## src/hw/rtl/hfsl_pkg.sv

```systemverilog
`default_nettype none
package hfsl_pkg;

  localparam int HUE_W  = 16;
  localparam int LVL_W  = 8;
  localparam int MODE_W = 2;
  localparam int ACT_W  = 2;
  localparam int STEP_W = 8;
  localparam int FADE_W = 16;
  localparam int CFG_IDX_W  = 2;
  localparam int CFG_DATA_W = 16;

  // floor(x / 5) = (x * 52429) >> 18 for x < 2**18
  localparam int DIV5_W = 16;
  localparam logic [DIV5_W-1:0] DIV5_RECIP = 16'd52429;
  localparam int DIV5_SHIFT = 18;

  localparam logic [LVL_W-1:0]  FULL_LEVEL = 8'd255;
  localparam logic [STEP_W-1:0] STEP_RESET = 8'd1;
  localparam logic [FADE_W-1:0] FADE_RESET = 16'd10;

  typedef enum logic [ACT_W-1:0] {
    ACT_TICK   = 2'd0,
    ACT_COLOR  = 2'd1,
    ACT_BRIGHT = 2'd2,
    ACT_MODE   = 2'd3
  } action_t;

  typedef enum logic [MODE_W-1:0] {
    MODE_WHITE   = 2'd0,
    MODE_COLOR   = 2'd1,
    MODE_RAINBOW = 2'd2
  } mode_t;

  typedef enum logic [CFG_IDX_W-1:0] {
    REG_STEP_SIZE = 2'd0,
    REG_FADE_STEP = 2'd1
  } reg_idx_t;

  typedef logic [HUE_W-1:0]  hue_t;
  typedef logic [LVL_W-1:0]  lvl_t;
  typedef logic [MODE_W-1:0] mode_code_t;

  // Step now toward goal by step, stop at goal.
  function automatic lvl_t approach(input lvl_t now, input lvl_t goal,
                                    input logic [STEP_W-1:0] step);
    logic [LVL_W:0] up;
    lvl_t           res;
    up = {1'b0, now} + {1'b0, step};
    if (goal > now) begin
      res = (up > {1'b0, goal}) ? goal : up[LVL_W-1:0];
    end else if (step > now || (now - step) < goal) begin
      res = goal;
    end else begin
      res = now - step;
    end
    return res;
  endfunction

endpackage
`default_nettype wire

```

## src/hw/rtl/hfsl_in_if.sv

```systemverilog
`default_nettype none
interface hfsl_in_if;
  logic                       valid;
  logic                       ready;
  logic [hfsl_pkg::ACT_W-1:0]  action;
  logic [hfsl_pkg::HUE_W-1:0]  hue;
  logic [hfsl_pkg::LVL_W-1:0]  sat;
  logic [hfsl_pkg::LVL_W-1:0]  val;
  logic [hfsl_pkg::LVL_W-1:0]  level;
  logic [hfsl_pkg::MODE_W-1:0] mode;

  modport source (output valid, action, hue, sat, val, level, mode, input ready);
  modport sink   (input valid, action, hue, sat, val, level, mode, output ready);
endinterface
`default_nettype wire

```

## src/hw/rtl/hfsl_out_if.sv

```systemverilog
`default_nettype none
interface hfsl_out_if;
  logic                       valid;
  logic                       ready;
  logic [hfsl_pkg::HUE_W-1:0]  hue_now;
  logic [hfsl_pkg::LVL_W-1:0]  sat_now;
  logic [hfsl_pkg::LVL_W-1:0]  val_now;
  logic [hfsl_pkg::LVL_W-1:0]  bright_now;
  logic [hfsl_pkg::MODE_W-1:0] mode_now;
  logic                       refresh;

  modport source (output valid, hue_now, sat_now, val_now, bright_now, mode_now, refresh,
                  input ready);
  modport sink   (input valid, hue_now, sat_now, val_now, bright_now, mode_now, refresh,
                  output ready);
endinterface
`default_nettype wire

```

## src/hw/rtl/hsv_fade_slew_limiter.sv

```systemverilog
// Channel  Dir  Handshake      Payload
// in_ch    in   valid/ready    action, hue, sat, val, level, mode
// out_ch   out  valid/ready    hue_now, sat_now, val_now, bright_now, mode_now, refresh
// cfg      in   cfg_we only    cfg_addr, cfg_wdata
//
// Input register, then one pass of update logic; hue step: subtract, divide by 20, add.
// One item per cycle while no tick waits on a held result; the hue step bounds the pass.
// Synchronous active-low reset; state, goals and mode clear, step_size 1, fade_step 10.
// A tick waits in the input register while a result is held; commands pass a held result.
`default_nettype none
module hsv_fade_slew_limiter (
  input  wire                              clk,
  input  wire                              rst_n,
  hfsl_in_if.sink                          in_ch,
  hfsl_out_if.source                       out_ch,
  input  wire                              cfg_we,
  input  wire [hfsl_pkg::CFG_IDX_W-1:0]    cfg_addr,
  input  wire [hfsl_pkg::CFG_DATA_W-1:0]   cfg_wdata
);
  import hfsl_pkg::*;

  logic [STEP_W-1:0] step_size_r;
  logic [FADE_W-1:0] fade_step_r;

  logic       in_valid_r;
  action_t    in_act_r;
  hue_t       in_hue_r;
  lvl_t       in_sat_r, in_val_r, in_level_r;
  mode_code_t in_mode_r;

  hue_t       cur_hue_r, cur_hue_nxt, goal_hue_r, goal_hue_nxt;
  lvl_t       cur_sat_r, cur_sat_nxt, cur_val_r, cur_val_nxt;
  lvl_t       cur_bright_r, cur_bright_nxt;
  lvl_t       goal_sat_r, goal_sat_nxt, goal_val_r, goal_val_nxt;
  lvl_t       goal_bright_r, goal_bright_nxt;
  mode_t      active_mode_r, active_mode_nxt;

  mode_t      shown_mode_r;
  hue_t       shown_hue_r;
  lvl_t       shown_sat_r, shown_val_r, shown_bright_r;

  logic       out_valid_r;
  hue_t       out_hue_r;
  lvl_t       out_sat_r, out_val_r, out_bright_r;
  mode_code_t out_mode_r;
  logic       out_refresh_r;

  logic       is_tick, proc_fire, tick_fire, hv_change, refresh_nxt;
  hue_t       hue_step;

  assign is_tick   = (in_act_r == ACT_TICK);
  assign proc_fire = in_valid_r && (!is_tick || !out_valid_r || out_ch.ready);
  assign tick_fire = proc_fire && is_tick;

  assign in_ch.ready = !in_valid_r || proc_fire;

  always_ff @(posedge clk) begin
    if (!rst_n) begin
      step_size_r <= STEP_RESET;
      fade_step_r <= FADE_RESET;
    end else if (cfg_we) begin
      if (cfg_addr == REG_STEP_SIZE) begin
        step_size_r <= cfg_wdata[STEP_W-1:0];
      end else if (cfg_addr == REG_FADE_STEP) begin
        fade_step_r <= cfg_wdata[FADE_W-1:0];
      end
    end
  end

  always_ff @(posedge clk) begin
    if (!rst_n) begin
      in_valid_r <= 1'b0;
    end else if (in_ch.ready) begin
      in_valid_r <= in_ch.valid;
    end
  end

  always_ff @(posedge clk) begin
    if (in_ch.valid && in_ch.ready) begin
      in_act_r   <= action_t'(in_ch.action);
      in_hue_r   <= in_ch.hue;
      in_sat_r   <= in_ch.sat;
      in_val_r   <= in_ch.val;
      in_level_r <= in_ch.level;
      in_mode_r  <= in_ch.mode;
    end
  end

  hfsl_hue_step u_hue_step (
    .cur_hue  (cur_hue_r),
    .goal_hue (goal_hue_r),
    .hue_nxt  (hue_step)
  );

  assign hv_change = (cur_hue_r != goal_hue_r) || (cur_sat_r != goal_sat_r) ||
                     (cur_val_r != goal_val_r);

  always_comb begin
    cur_hue_nxt     = cur_hue_r;
    cur_sat_nxt     = cur_sat_r;
    cur_val_nxt     = cur_val_r;
    cur_bright_nxt  = cur_bright_r;
    goal_hue_nxt    = goal_hue_r;
    goal_sat_nxt    = goal_sat_r;
    goal_val_nxt    = goal_val_r;
    goal_bright_nxt = goal_bright_r;
    active_mode_nxt = active_mode_r;
    unique case (in_act_r)
      ACT_TICK: begin
        if (hv_change) begin
          cur_hue_nxt = hue_step;
          cur_sat_nxt = approach(cur_sat_r, goal_sat_r, step_size_r);
          cur_val_nxt = approach(cur_val_r, goal_val_r, step_size_r);
        end
        cur_bright_nxt = approach(cur_bright_r, goal_bright_r, step_size_r);
        if (active_mode_r == MODE_RAINBOW) begin
          goal_hue_nxt = goal_hue_r + fade_step_r;
          goal_sat_nxt = FULL_LEVEL;
          goal_val_nxt = FULL_LEVEL;
        end
      end
      ACT_COLOR: begin
        goal_hue_nxt    = in_hue_r;
        goal_sat_nxt    = in_sat_r;
        goal_val_nxt    = in_val_r;
        active_mode_nxt = MODE_COLOR;
      end
      ACT_BRIGHT: begin
        goal_bright_nxt = in_level_r;
      end
      ACT_MODE: begin
        if (in_mode_r <= mode_code_t'(MODE_RAINBOW)) begin
          active_mode_nxt = mode_t'(in_mode_r);
        end
      end
      default: begin
      end
    endcase
  end

  assign refresh_nxt = (active_mode_r != shown_mode_r) || (cur_bright_nxt != shown_bright_r) ||
                       (cur_hue_nxt != shown_hue_r) || (cur_sat_nxt != shown_sat_r) ||
                       (cur_val_nxt != shown_val_r);

  always_ff @(posedge clk) begin
    if (!rst_n) begin
      cur_hue_r     <= '0;
      cur_sat_r     <= '0;
      cur_val_r     <= '0;
      cur_bright_r  <= '0;
      goal_hue_r    <= '0;
      goal_sat_r    <= '0;
      goal_val_r    <= '0;
      goal_bright_r <= '0;
      active_mode_r <= MODE_WHITE;
    end else if (proc_fire) begin
      cur_hue_r     <= cur_hue_nxt;
      cur_sat_r     <= cur_sat_nxt;
      cur_val_r     <= cur_val_nxt;
      cur_bright_r  <= cur_bright_nxt;
      goal_hue_r    <= goal_hue_nxt;
      goal_sat_r    <= goal_sat_nxt;
      goal_val_r    <= goal_val_nxt;
      goal_bright_r <= goal_bright_nxt;
      active_mode_r <= active_mode_nxt;
    end
  end

  always_ff @(posedge clk) begin
    if (!rst_n) begin
      shown_mode_r   <= MODE_WHITE;
      shown_hue_r    <= '0;
      shown_sat_r    <= '0;
      shown_val_r    <= '0;
      shown_bright_r <= '0;
    end else if (tick_fire && refresh_nxt) begin
      shown_mode_r   <= active_mode_r;
      shown_hue_r    <= cur_hue_nxt;
      shown_sat_r    <= cur_sat_nxt;
      shown_val_r    <= cur_val_nxt;
      shown_bright_r <= cur_bright_nxt;
    end
  end

  always_ff @(posedge clk) begin
    if (!rst_n) begin
      out_valid_r <= 1'b0;
    end else if (tick_fire) begin
      out_valid_r <= 1'b1;
    end else if (out_ch.ready) begin
      out_valid_r <= 1'b0;
    end
  end

  always_ff @(posedge clk) begin
    if (tick_fire) begin
      out_hue_r     <= cur_hue_nxt;
      out_sat_r     <= cur_sat_nxt;
      out_val_r     <= cur_val_nxt;
      out_bright_r  <= cur_bright_nxt;
      out_mode_r    <= mode_code_t'(active_mode_r);
      out_refresh_r <= refresh_nxt;
    end
  end

  assign out_ch.valid      = out_valid_r;
  assign out_ch.hue_now    = out_hue_r;
  assign out_ch.sat_now    = out_sat_r;
  assign out_ch.val_now    = out_val_r;
  assign out_ch.bright_now = out_bright_r;
  assign out_ch.mode_now   = out_mode_r;
  assign out_ch.refresh    = out_refresh_r;

  a_tick_gives_result: assert property (@(posedge clk) disable iff (!rst_n)
    tick_fire |=> out_valid_r)
    else $error("tick did not load a result");

  a_no_fire_holds_state: assert property (@(posedge clk) disable iff (!rst_n)
    !proc_fire |=> $stable(cur_hue_r) && $stable(cur_bright_r) && $stable(goal_hue_r))
    else $error("state moved without an item");

  a_bright_no_overshoot_up: assert property (@(posedge clk) disable iff (!rst_n)
    tick_fire && (cur_bright_r <= goal_bright_r) |=>
      (cur_bright_r <= $past(goal_bright_r)) && (cur_bright_r >= $past(cur_bright_r)))
    else $error("brightness passed its goal going up");

  a_bright_no_overshoot_down: assert property (@(posedge clk) disable iff (!rst_n)
    tick_fire && (cur_bright_r >= goal_bright_r) |=>
      (cur_bright_r >= $past(goal_bright_r)) && (cur_bright_r <= $past(cur_bright_r)))
    else $error("brightness passed its goal going down");

  a_stall_blocks_tick: assert property (@(posedge clk) disable iff (!rst_n)
    out_valid_r && !out_ch.ready |-> !tick_fire)
    else $error("tick overwrote a held result");

endmodule
`default_nettype wire

```

## src/hw/rtl/hfsl_hue_step.sv

```systemverilog
`default_nettype none
module hfsl_hue_step (
  input  wire hfsl_pkg::hue_t cur_hue,
  input  wire hfsl_pkg::hue_t goal_hue,
  output hfsl_pkg::hue_t      hue_nxt
);
  import hfsl_pkg::*;

  localparam int MAG_W  = HUE_W + 1;
  localparam int QTR_W  = MAG_W - 2;
  localparam int PROD_W = QTR_W + DIV5_W;
  localparam int SP_W   = PROD_W - DIV5_SHIFT;

  hue_t              delta;
  logic              down;
  logic [MAG_W-1:0]  mag;
  logic [PROD_W-1:0] prod;
  logic [SP_W-1:0]   quot;
  logic [SP_W-1:0]   sp;

  // shorter way round: half circle goes downward
  assign delta = goal_hue - cur_hue;
  assign down  = delta[HUE_W-1];
  assign mag   = down ? ((MAG_W'(1) << HUE_W) - {1'b0, delta}) : {1'b0, delta};

  // mag / 20 as (mag / 4) / 5
  assign prod = PROD_W'(mag[MAG_W-1:2]) * PROD_W'(DIV5_RECIP);
  assign quot = prod[PROD_W-1:DIV5_SHIFT];
  assign sp   = (quot == '0) ? SP_W'(1) : quot;

  always_comb begin
    if (mag <= MAG_W'(sp)) begin
      hue_nxt = goal_hue;
    end else if (down) begin
      hue_nxt = cur_hue - HUE_W'(sp);
    end else begin
      hue_nxt = cur_hue + HUE_W'(sp);
    end
  end

endmodule
`default_nettype wire
```

## src/flat_wrapper.sv

```systemverilog
// flat-port wrapper written by rule: the top's interface ports become plain ports
module hsv_fade_slew_limiter_flat import hfsl_pkg::*;
  (clk, rst_n, cfg_we, cfg_addr, cfg_wdata, in_ch_valid, in_ch_action, in_ch_hue, in_ch_sat, in_ch_val, in_ch_level, in_ch_mode, in_ch_ready, out_ch_valid, out_ch_hue_now, out_ch_sat_now, out_ch_val_now, out_ch_bright_now, out_ch_mode_now, out_ch_refresh, out_ch_ready);
  hfsl_in_if in_ch_i ();
  hfsl_out_if out_ch_i ();
  input  wire clk;
  input  wire rst_n;
  input  wire cfg_we;
  input  wire [hfsl_pkg::CFG_IDX_W-1:0] cfg_addr;
  input  wire [hfsl_pkg::CFG_DATA_W-1:0] cfg_wdata;
  input wire logic [$bits(in_ch_i.valid)-1:0] in_ch_valid;
  input wire logic [$bits(in_ch_i.action)-1:0] in_ch_action;
  input wire logic [$bits(in_ch_i.hue)-1:0] in_ch_hue;
  input wire logic [$bits(in_ch_i.sat)-1:0] in_ch_sat;
  input wire logic [$bits(in_ch_i.val)-1:0] in_ch_val;
  input wire logic [$bits(in_ch_i.level)-1:0] in_ch_level;
  input wire logic [$bits(in_ch_i.mode)-1:0] in_ch_mode;
  output wire logic [$bits(in_ch_i.ready)-1:0] in_ch_ready;
  output wire logic [$bits(out_ch_i.valid)-1:0] out_ch_valid;
  output wire logic [$bits(out_ch_i.hue_now)-1:0] out_ch_hue_now;
  output wire logic [$bits(out_ch_i.sat_now)-1:0] out_ch_sat_now;
  output wire logic [$bits(out_ch_i.val_now)-1:0] out_ch_val_now;
  output wire logic [$bits(out_ch_i.bright_now)-1:0] out_ch_bright_now;
  output wire logic [$bits(out_ch_i.mode_now)-1:0] out_ch_mode_now;
  output wire logic [$bits(out_ch_i.refresh)-1:0] out_ch_refresh;
  input wire logic [$bits(out_ch_i.ready)-1:0] out_ch_ready;
  assign in_ch_i.valid = in_ch_valid;
  assign in_ch_i.action = in_ch_action;
  assign in_ch_i.hue = in_ch_hue;
  assign in_ch_i.sat = in_ch_sat;
  assign in_ch_i.val = in_ch_val;
  assign in_ch_i.level = in_ch_level;
  assign in_ch_i.mode = in_ch_mode;
  assign in_ch_ready = in_ch_i.ready;
  assign out_ch_valid = out_ch_i.valid;
  assign out_ch_hue_now = out_ch_i.hue_now;
  assign out_ch_sat_now = out_ch_i.sat_now;
  assign out_ch_val_now = out_ch_i.val_now;
  assign out_ch_bright_now = out_ch_i.bright_now;
  assign out_ch_mode_now = out_ch_i.mode_now;
  assign out_ch_refresh = out_ch_i.refresh;
  assign out_ch_i.ready = out_ch_ready;
  hsv_fade_slew_limiter u_core (.clk(clk), .rst_n(rst_n), .in_ch(in_ch_i), .out_ch(out_ch_i), .cfg_we(cfg_we), .cfg_addr(cfg_addr), .cfg_wdata(cfg_wdata));
endmodule
```

## config.mk

```make
export PLATFORM = sky130hd
export DESIGN_NAME = hsv_fade_slew_limiter_flat
export DESIGN_NICKNAME = d
export VERILOG_FILES = /design/src/hw/rtl/hfsl_pkg.sv /design/src/hw/rtl/hfsl_in_if.sv /design/src/hw/rtl/hfsl_out_if.sv /design/src/hw/rtl/hsv_fade_slew_limiter.sv /design/src/hw/rtl/hfsl_hue_step.sv /design/src/flat_wrapper.sv
export SDC_FILE = /design/constraint.sdc
export NUM_CORES = 1
export LEC_CHECK = 0
export ABC_AREA = 1
export ABC_CLOCK_PERIOD_IN_PS = 11330
export BUFFER_PORTS_ARGS = -buffer_cell sky130_fd_sc_hd__buf_2
export CORE_MARGIN = 2
export CORE_UTILIZATION = 50
export DETAILED_ROUTE_END_ITERATION = 8
export PLACE_DENSITY = 0.74
export SETUP_SLACK_MARGIN = 0.2
export SLEW_MARGIN = 25
export SYNTH_ARGS = -nofsm -noshare
export SYNTH_HDL_FRONTEND = slang
export SYNTH_SLANG_ARGS = --single-unit
```

## constraint.sdc

```tcl
create_clock -name clk -period 11.33 [get_ports clk]
set_clock_uncertainty 0.1 [all_clocks]
set_input_delay 1.6995 -clock clk [delete_from_list [all_inputs] [get_ports clk]]
set_output_delay 1.6995 -clock clk [all_outputs]
set_load 0.01 [all_outputs]
```

==> run_results.csv, run 1 <==
group,metric,value,unit
clock_tree,cts_buffers,27,
run,drv_cap,0,
detailed_routing,ant_nets,0,
yosys,synth_cell_type_count,62,
placed_design,detailed_place_hpwl,49500,µm
placed_design,numPortBuffers,111,
yosys,yosys.area.top_type,"ha_1",
detailed_routing,drtPass1Iterations,5,
yosys,ys_seq_elements,237,
floorplan,fp.dieW,207,µm
critical_path,reg2regPathDepth,74,
placed_design,place_congestion,0.960,
timing,relSlewSlack,0.310,
final_layout,final_nets,3411,
floorplan,die-area,43000,µm²
global_routing,overflow,0,
clock_tree,cts_sinks,237,
critical_path,path_max_fanout,7,
hold_path,hold_path.class,"register to register",
yosys,synth.most_common_cell,"inv_1",
placed_design,dpl.cell_count,3441,
global_routing,antenna_found_initial,2,
detailed_routing,wl_per_cell,18.1,µm
outcome,status,"finished with violations",
detailed_routing,first_iter_violations,1593,
yosys,synthArstFlopShare,0,
yosys,synth_flop_cell,"dfxtp_1",
floorplan,die_h,207,µm
final_layout,area_delta_synth_final,22.2,%
timing,setup_viol,29,
global_routing,grt_pass1_vias,19200,
timing,final-hold-violation-count,0,
timing,rsz0062_at_grt,"true",
clock_tree,hold_buffers,0,
critical_path,cp_data_required_time,11.69,ns
detailed_routing,num_vias,19700,
global_routing,grt_start_max_net_pins,83,
yosys,syn_inst,2680,
floorplan,fp-row-count,74,
timing,worst_pin_slew,1.02,ns
final_layout,stdcell_count,3547,
yosys,synth-warning-count,0,
clock_tree,clk_path_buf_depth,3,
outcome,violations,"negative setup slack",
final_layout,drive_gt1_frac,0.203,
critical_path,max_stage_delay,0.58,ns
detailed_routing,via_per_inst,5.55,
clock_tree,clkLatencyLatePin,0.57,ns
timing,drv_slew,0,
yosys,synth-seq-area-share,0.272,
critical_path,arrival,11.81,ns
hold_path,min_path_cells,2,
clock_tree,clkTransAtPathRegs,0.06,ns
clock_tree,cts_tree,"done",
global_routing,grt_usage,0.287,
floorplan,core_area,40800,µm²
yosys,synthTopCellsByCount,"inv_1, nand2_1, ha_1",
clock_tree,cts_max_level,1,
yosys,synth_top_cell_area_share,0.173,
critical_path,cpMaxStageDelayCell,"fa_2",
yosys,synth_area,20700,µm²
final_layout,nFillCells,3518,
timing,final.min_clock_period,11.46,ns
yosys,yosys-top-cells-area,"ha_1, dfxtp_1, edfxtp_1",
yosys,synth_edf_count,87,
floorplan,start_util,0.506,
critical_path,start_kind,"register",
detailed_routing,drt_wl_total,64100,µm
floorplan,io_pins,112,
global_routing,grt_pass1_wl,99800,µm
critical_path,end_kind,"register",
timing,finalCritPeriodShare,1.01,
timing,clock.fmax,87.3,MHz
yosys,syn_area_per_cell,7.71,µm²
timing,setup_ws,-0.126,ns
clock_tree,clock-root-buffer,"clkbuf_16",
critical_path,critPathKind,"register to register",
detailed_routing,drc,0,
critical_path,cpMostUsedCell,"nor2_1",
[worst paths after layout]
check             slack (ns)             startpoint                    end
setup / recovery       -0.13   u_core.goal_hue_r[0]  u_core.shown_val_r[4]
hold / removal          0.38  u_core.shown_val_r[2]  u_core.shown_val_r[2]
setup reg to reg       -0.13   u_core.goal_hue_r[0]  u_core.shown_val_r[4]
hold reg to reg         0.38  u_core.shown_val_r[2]  u_core.shown_val_r[2]
[through the flow]
| stage | hold WS, ns | TNS, ns | setup slack [ns] | area (µm²) | util |
|---|---|---|---|---|---|
| 3_5_place_dp | 0.376 | -9.08 | -0.285 | 23000 | 0.564 |
| 2_1_floorplan | 0.333 | 0 | 0.493 | 20700 | - |
| 5_1_grt | 0.407 | -29.52 | -0.779 | 25300 | 0.618 |
| 6_report | 0.383 | -2.12 | -0.126 | 25300 | 0.619 |
| 4_1_cts | 0.391 | 0 | 0.208 | 24500 | 0.601 |
| 3_3_place_gp | 0.362 | 0 | 0.0800 | 23000 | 0.564 |
[flip-flops by register name, indices dropped and copies added (netlist names), 16 cells and up]
register and cells:
u_core.cur_hue_r 16, u_core.fade_step_r 16, u_core.goal_hue_r 16, u_core.in_hue_r 16
u_core.out_ch.hue_now 16, u_core.shown_hue_r 16
[critical path: cells and delay by family (launching register included)]
family | cells | cell delay, ns
flops | 1 | 0.32
xor+xnor | 6 | 1.04
compound gates | 9 | 1.25
fa+ha+maj | 9 | 3.70
simple gates | 34 | 3.32
buf+inv | 16 | 1.59
[cells in the final DEF (no fill, tap or decap), types with 20 or more instances in the layout]
cell type	n
a211oi_1	26
a21oi_1	248
a21oi_2	20
buf_2	111
buf_4	230
clkbuf_16	34
dfxtp_1	145
edfxtp_1	87
fa_1	58
ha_1	266
inv_1	437
nand2_1	357
nand2_2	34
nand3_1	123
nand3_2	34
nor2_1	180
nor2_2	20
nor3_1	33
o211ai_1	27
o21ai_0	175
o21bai_1	26
xnor2_1	26
xor2_1	82
[cell type report]
| cell class | instances | area [µm²] | area share |
|---|---|---|---|
| inverter | 465 | 1750 | 0.0694 |
| antenna | 2 | 5.00 | 0.000198 |
| multi-input combinational | 1905 | 13800 | 0.544 |
| sequential | 237 | 5620 | 0.223 |
| clock buffer | 42 | 795 | 0.0315 |
| clock inverter | 8 | 66.3 | 0.00263 |
| tap | 532 | 666 | 0.0264 |
| timing repair buffer | 356 | 2600 | 0.103 |
[timing repair]
item,in CTS,in global routing
cloned,2,5
setup endpoints to repair,42,57
setup buffers,31,16
hold endpoints to repair,0,0
gates resized for setup,85,105
pin swaps,65,91
[logic make-up after synthesis]
logic type,count (synthesis),share of synthesized area
xor gates and xnor gates,120,0.0512
other,2,0.000363
AOI/OAI and AO/OA,591,0.161
adders and majority gates,352,0.237
and+or+nand+nor,837,0.176
muxes,1,0.000484
buffers and inverters,540,0.102
DFF,237,0.272
[layer usage]
metal  up-vias  track usage  share of wire
li1       9521            -              -
met1      9257        0.373           0.43
met2       761        0.485           0.47
met3       164       0.0378          0.064
met4         0        0.113          0.042
met5         -            0              0
Power of run 1 is left out: the tool's default activity adds up to more than one toggle a clock period on the data nets, which glitch-free logic cannot reach.
==> run 2, diff against run 1 <==
--- a/config.mk
+++ b/config.mk
@@ -8,8 +8,10 @@
 export ABC_AREA = 1
 export ABC_CLOCK_PERIOD_IN_PS = 11330
 export BUFFER_PORTS_ARGS = -buffer_cell sky130_fd_sc_hd__buf_2
+export CORE_ASPECT_RATIO = 0.9
 export CORE_MARGIN = 2
 export CORE_UTILIZATION = 50
+export CTS_CLUSTER_DIAMETER = 50
 export DETAILED_ROUTE_END_ITERATION = 8
 export PLACE_DENSITY = 0.74
 export SETUP_SLACK_MARGIN = 0.2
==> run 2 against run 1 <==
The run still ends with negative setup slack left; flip-flop and latch count unchanged; sequential share of layout area decreased by 0.76 points; maximum frequency fell by 1.2%.
==> run_results.csv, run 2 (same netlist as run 1, synthesis figures left out) <==
group,metric,value,unit
placed_design,numPortBuffers,111,
timing,finalCritPeriodShare,1.02,
critical_path,worst-path-buf-inv,12,
detailed_routing,drt_wl_total,67200,µm
detailed_routing,first_iter_violations,1775,
clock_tree,cts_buffers,30,
timing,relSlewSlack,0.218,
timing,fin_hold_ws,0.370,ns
placed_design,detailed_place_hpwl,51400,µm
global_routing,grt_pass1_wl,102000,µm
floorplan,io_pins,112,
final_layout,layout_common_cells,"inv_1, nand2_1, buf_4",
floorplan,die-area,43000,µm²
critical_path,cpMostUsedCell,"nand2_4",
final_layout,multiInputGateArea,13900,µm²
clock_tree,cts_tree,"done",
outcome,status,"finished with violations",
floorplan,core_area,40700,µm²
placed_design,place_congestion,0.958,
clock_tree,cts_sinks,237,
timing,worst_pin_slew,1.16,ns
final_layout,regArea,5620,µm²
critical_path,arrival,11.98,ns
global_routing,grt_start_max_net_pins,86,
floorplan,start_util,0.507,
detailed_routing,drc,0,
critical_path,max_stage_delay,0.56,ns
clock_tree,clkTransAtPathRegs,0.07,ns
timing,final.min_clock_period,11.59,ns
clock_tree,clk_path_buf_depth,3,
critical_path,end_kind,"register",
final_layout,final_nets,3487,
floorplan,die_h,197,µm
timing,setup_viol,42,
final_layout,final_core_util,0.641,
final_layout,nFillCells,3359,
detailed_routing,ant_nets,0,
critical_path,cpMaxStageDelayCell,"fa_2",
clock_tree,cts_max_level,1,
clock_tree,hold_buffers,0,
critical_path,critPathKind,"register to register",
final_layout,drive_gt1_frac,0.233,
outcome,violations,"negative setup slack",
detailed_routing,via_per_inst,5.53,
final_layout,postLayoutCellArea,26100,µm²
timing,rsz0062_at_grt,"true",
critical_path,start_kind,"register",
final_layout,area_delta_synth_final,26.4,%
critical_path,path_max_fanout,8,
final_layout,layout_commonest_cell,"inv_1",
global_routing,grt_pass1_vias,19500,
critical_path,cp_data_required_time,11.72,ns
floorplan,fp-row-count,70,
timing,drv_slew,0,
hold_path,hold_path.class,"register to register",
clock_tree,clkLatencyLatePin,0.58,ns
global_routing,grt_usage,0.304,
critical_path,crit_family,"adder cells",
timing,clock.fmax,86.3,MHz
floorplan,fp.dieW,218,µm
clock_tree,clock-root-buffer,"clkbuf_16",
detailed_routing,wl_per_cell,18.5,µm
run,drv_cap,0,
detailed_routing,drtPass1Iterations,5,
detailed_routing,num_vias,20100,
final_layout,n_antenna_cell,0,
placed_design,placed_area,23300,µm²
timing,setup_ws,-0.263,ns
global_routing,antenna_found_initial,0,
global_routing,overflow,0,
timing,final-hold-violation-count,0,
run 2: worst paths after layout:
kind,slack [ns],cells past startpoint,endpoint,from
max,-0.26,67,u_core.shown_sat_r[5],u_core.cur_hue_r[3]
min,0.37,2,u_core.shown_val_r[2],u_core.shown_val_r[2]
max reg2reg,-0.26,67,u_core.shown_sat_r[5],u_core.cur_hue_r[3]
min reg2reg,0.37,2,u_core.shown_val_r[2],u_core.shown_val_r[2]
run 2: layer usage:
metal | track usage | part of all wire
met3 | 0.0793 | 0.097
met2 | 0.478 | 0.44
met5 | 0 | 0
met4 | 0.106 | 0.035
met1 | 0.403 | 0.42
run 2: layout make-up:
class	count	area share
multi-input cells	1905	0.532
flip-flops and latches	237	0.215
repair buffers	429	0.122
inverters	465	0.0674
clock buffers	32	0.0298
well taps	540	0.0259
clock inverters	24	0.00862
run 2: worst min-delay path, cell delays in order (launching register included):
cell and delay, ns:
dfxtp_1 0.33, a21oi_1 0.04, nor2_1 0.07
run 2: what timing repair did:
action / in CTS / in global routing
cloned: 3 / 5
setup buffers: 65 / 10
resized for setup: 124 / 112
setup endpoints to repair: 46 / 53
pin swaps: 96 / 79
run 2: per-stage QoR:
step                      TNS, ns  worst slack [ns]  std cells
after floorplan                 0             0.493       2682
after global placement     -15.75            -0.397       3493
after detailed placement   -21.26            -0.544       3493
after CTS                       0             0.125       3617
after global routing       -27.96            -0.711       3632
final                       -8.20            -0.263       3632
Power of run 2 is left out for the same reason.
==> run 3, diff against run 2 <==
--- a/config.mk
+++ b/config.mk
@@ -13,7 +13,7 @@
 export CORE_UTILIZATION = 50
 export CTS_CLUSTER_DIAMETER = 50
 export DETAILED_ROUTE_END_ITERATION = 8
-export PLACE_DENSITY = 0.74
+export PLACE_DENSITY = 0.7
 export SETUP_SLACK_MARGIN = 0.2
 export SLEW_MARGIN = 25
 export SYNTH_ARGS = -nofsm -noshare
==> run 3 against run 2 <==
Cell count increased by 0.94%; sequential share of layout area decreased by 0.31 points; worst hold slack improved by 0.022 ns; utilization increased by 0.93 points; the run still ends with negative setup slack left; first-iteration DRC count decreased by 11%; flip-flop and latch count unchanged; global-route usage increased by 1.4 points; worst setup slack improved by 0.18 ns; register-to-register slack improved by 0.18 ns; clock-buffer cell count increased by 11; maximum frequency increased by 1.6%; critical endpoint is now u_core.shown_bright_r[7]; routed wire length increased by 2.4%.
==> run_results.csv, run 3 (same netlist as run 1, synthesis figures left out) <==
group,metric,value,unit
outcome,status,"finished with violations",
outcome,violations,"negative setup slack",
timing,finalCritPeriodShare,1.01,
final_layout,area_delta_synth_final,28.2,%
placed_design,post-place-ws,-0.551,ns
global_routing,grt_pass1_wl,107000,µm
clock_tree,hold_buffers,0,
critical_path,critPathKind,"register to register",
critical_path,setup.worst_path.start,"u_core.goal_hue_r[0]",
timing,rsz0062_at_grt,"true",
critical_path,cpMostUsedCell,"buf_4",
timing,relSlewSlack,0.260,
detailed_routing,via_per_inst,5.49,
final_layout,final_core_util,0.651,
critical_path,max_stage_delay,0.62,ns
timing,clock.fmax,87.6,MHz
timing,finalSetupTns,-0.840,ns
global_routing,overflow,0,
floorplan,fp.dieW,218,µm
placed_design,numPortBuffers,111,
global_routing,antenna_found_initial,3,
final_layout,drive_gt1_frac,0.239,
global_routing,grt_start_max_net_pins,113,
hold_path,min_path_cells,2,
detailed_routing,drc,0,
timing,drv_slew,0,
timing,worst_pin_slew,1.10,ns
final_layout,n_antenna_cell,0,
global_routing,grt_pass1_vias,19800,
clock_tree,cts_tree,"done",
clock_tree,clkTransAtPathRegs,0.06,ns
critical_path,start_kind,"register",
critical_path,r2r_start,"u_core.goal_hue_r[0]",
floorplan,io_pins,112,
final_layout,postLayoutCellArea,26500,µm²
final_layout,layout_common_cells,"inv_1, nand2_1, buf_4",
floorplan,die_h,197,µm
detailed_routing,drtPass1Iterations,5,
final_layout,final_nets,3520,
timing,setup_viol,17,
placed_design,placed_area,23500,µm²
final_layout,nFillCells,3380,
placed_design,place_congestion,0.977,
clock_tree,cts_sinks,237,
floorplan,fp-row-count,70,
run,drv_cap,0,
final_layout,layout_commonest_cell,"inv_1",
detailed_routing,wl_per_cell,18.8,µm
clock_tree,cts_max_level,1,
hold_path,hp-start,"u_core.shown_bright_r[6]",
global_routing,grt_usage,0.318,
clock_tree,clkLatencyLatePin,0.58,ns
timing,final-hold-violation-count,0,
clock_tree,clk_path_buf_depth,3,
timing,final.min_clock_period,11.41,ns
detailed_routing,drt_wl_total,68800,µm
clock_tree,clock-root-buffer,"clkbuf_16",
placed_design,detailed_place_hpwl,52800,µm
critical_path,path_max_fanout,14,
floorplan,start_util,0.507,
critical_path,reg2regPathDepth,75,
floorplan,die-area,43000,µm²
critical_path,cpMaxStageDelayCell,"fa_2",
floorplan,core_area,40700,µm²
hold_path,hold_path.class,"register to register",
detailed_routing,num_vias,20100,
clock_tree,cts_buffers,31,
critical_path,cp_data_required_time,11.75,ns
critical_path,end_kind,"register",
critical_path,arrival,11.83,ns
timing,setup_ws,-0.0835,ns
detailed_routing,first_iter_violations,1586,
detailed_routing,ant_nets,0,
-- run 3: cell count changes in the layout (fill, tap and decap cells not counted), moves of 5 or more --
cell | before | now
buf_4 | 296 | 326
fa_1 | 59 | 54
nand3_2 | 36 | 28
nand3_1 | 120 | 129
fa_2 | 8 | 13
a21oi_2 | 31 | 25
clkbuf_1 | 0 | 8
-- run 3: through the flow --
step | hold slack (ns) | instances
floorplan | 0.333 | 2682
global placement | 0.363 | 3517
detailed placement | 0.377 | 3517
CTS | 0.392 | 3655
global route | 0.420 | 3666
finish | 0.392 | 3666
-- run 3: metal layers --
metal	GRT usage	share of wire	wire, µm	vias to the layer above
met5	0	0	0	-
met4	0.0940	0.031	2120	0
met3	0.0623	0.081	5590	142
met2	0.505	0.44	30600	767
met1	0.438	0.44	30600	9480
li1	-	-	-	9746
-- run 3: critical path: cells and delay by family (launching register included) --
kind / cells / cell delay, ns
adder cells (fa/ha/maj): 9 / 3.61
buffers and inverters: 30 / 3.42
AND/OR/NAND/NOR: 30 / 2.73
AO/OA/AOI/OAI: 5 / 0.90
flip-flops: 1 / 0.33
XOR/XNOR: 1 / 0.20
-- run 3: final cells by class --
class                           count  area, µm²  area share
Multi-Input combinational cell   1905      13900       0.525
Sequential cell                   237       5620       0.212
Timing Repair Buffer              461       3500       0.132
Inverter                          465       1760      0.0663
Clock buffer                       43        872      0.0329
Tap cell                          540        676      0.0255
Clock inverter                     15        176     0.00666
-- run 3: final timing paths --
| path | endpoint | slack [ns] |
|---|---|---|
| hold / removal | u_core.shown_bright_r[6] | 0.39 |
| setup / recovery | u_core.shown_bright_r[7] | -0.08 |
| hold reg to reg | u_core.shown_bright_r[6] | 0.39 |
| setup reg to reg | u_core.shown_bright_r[7] | -0.08 |
-- run 3: timing repair --
action                     4_1_cts  5_1_grt
pin swaps                       87      108
gates resized for setup        126      117
setup buffers                   73        8
gates cloned                     7        3
setup endpoints to repair       46       53
Power of run 3 is left out for the same reason.
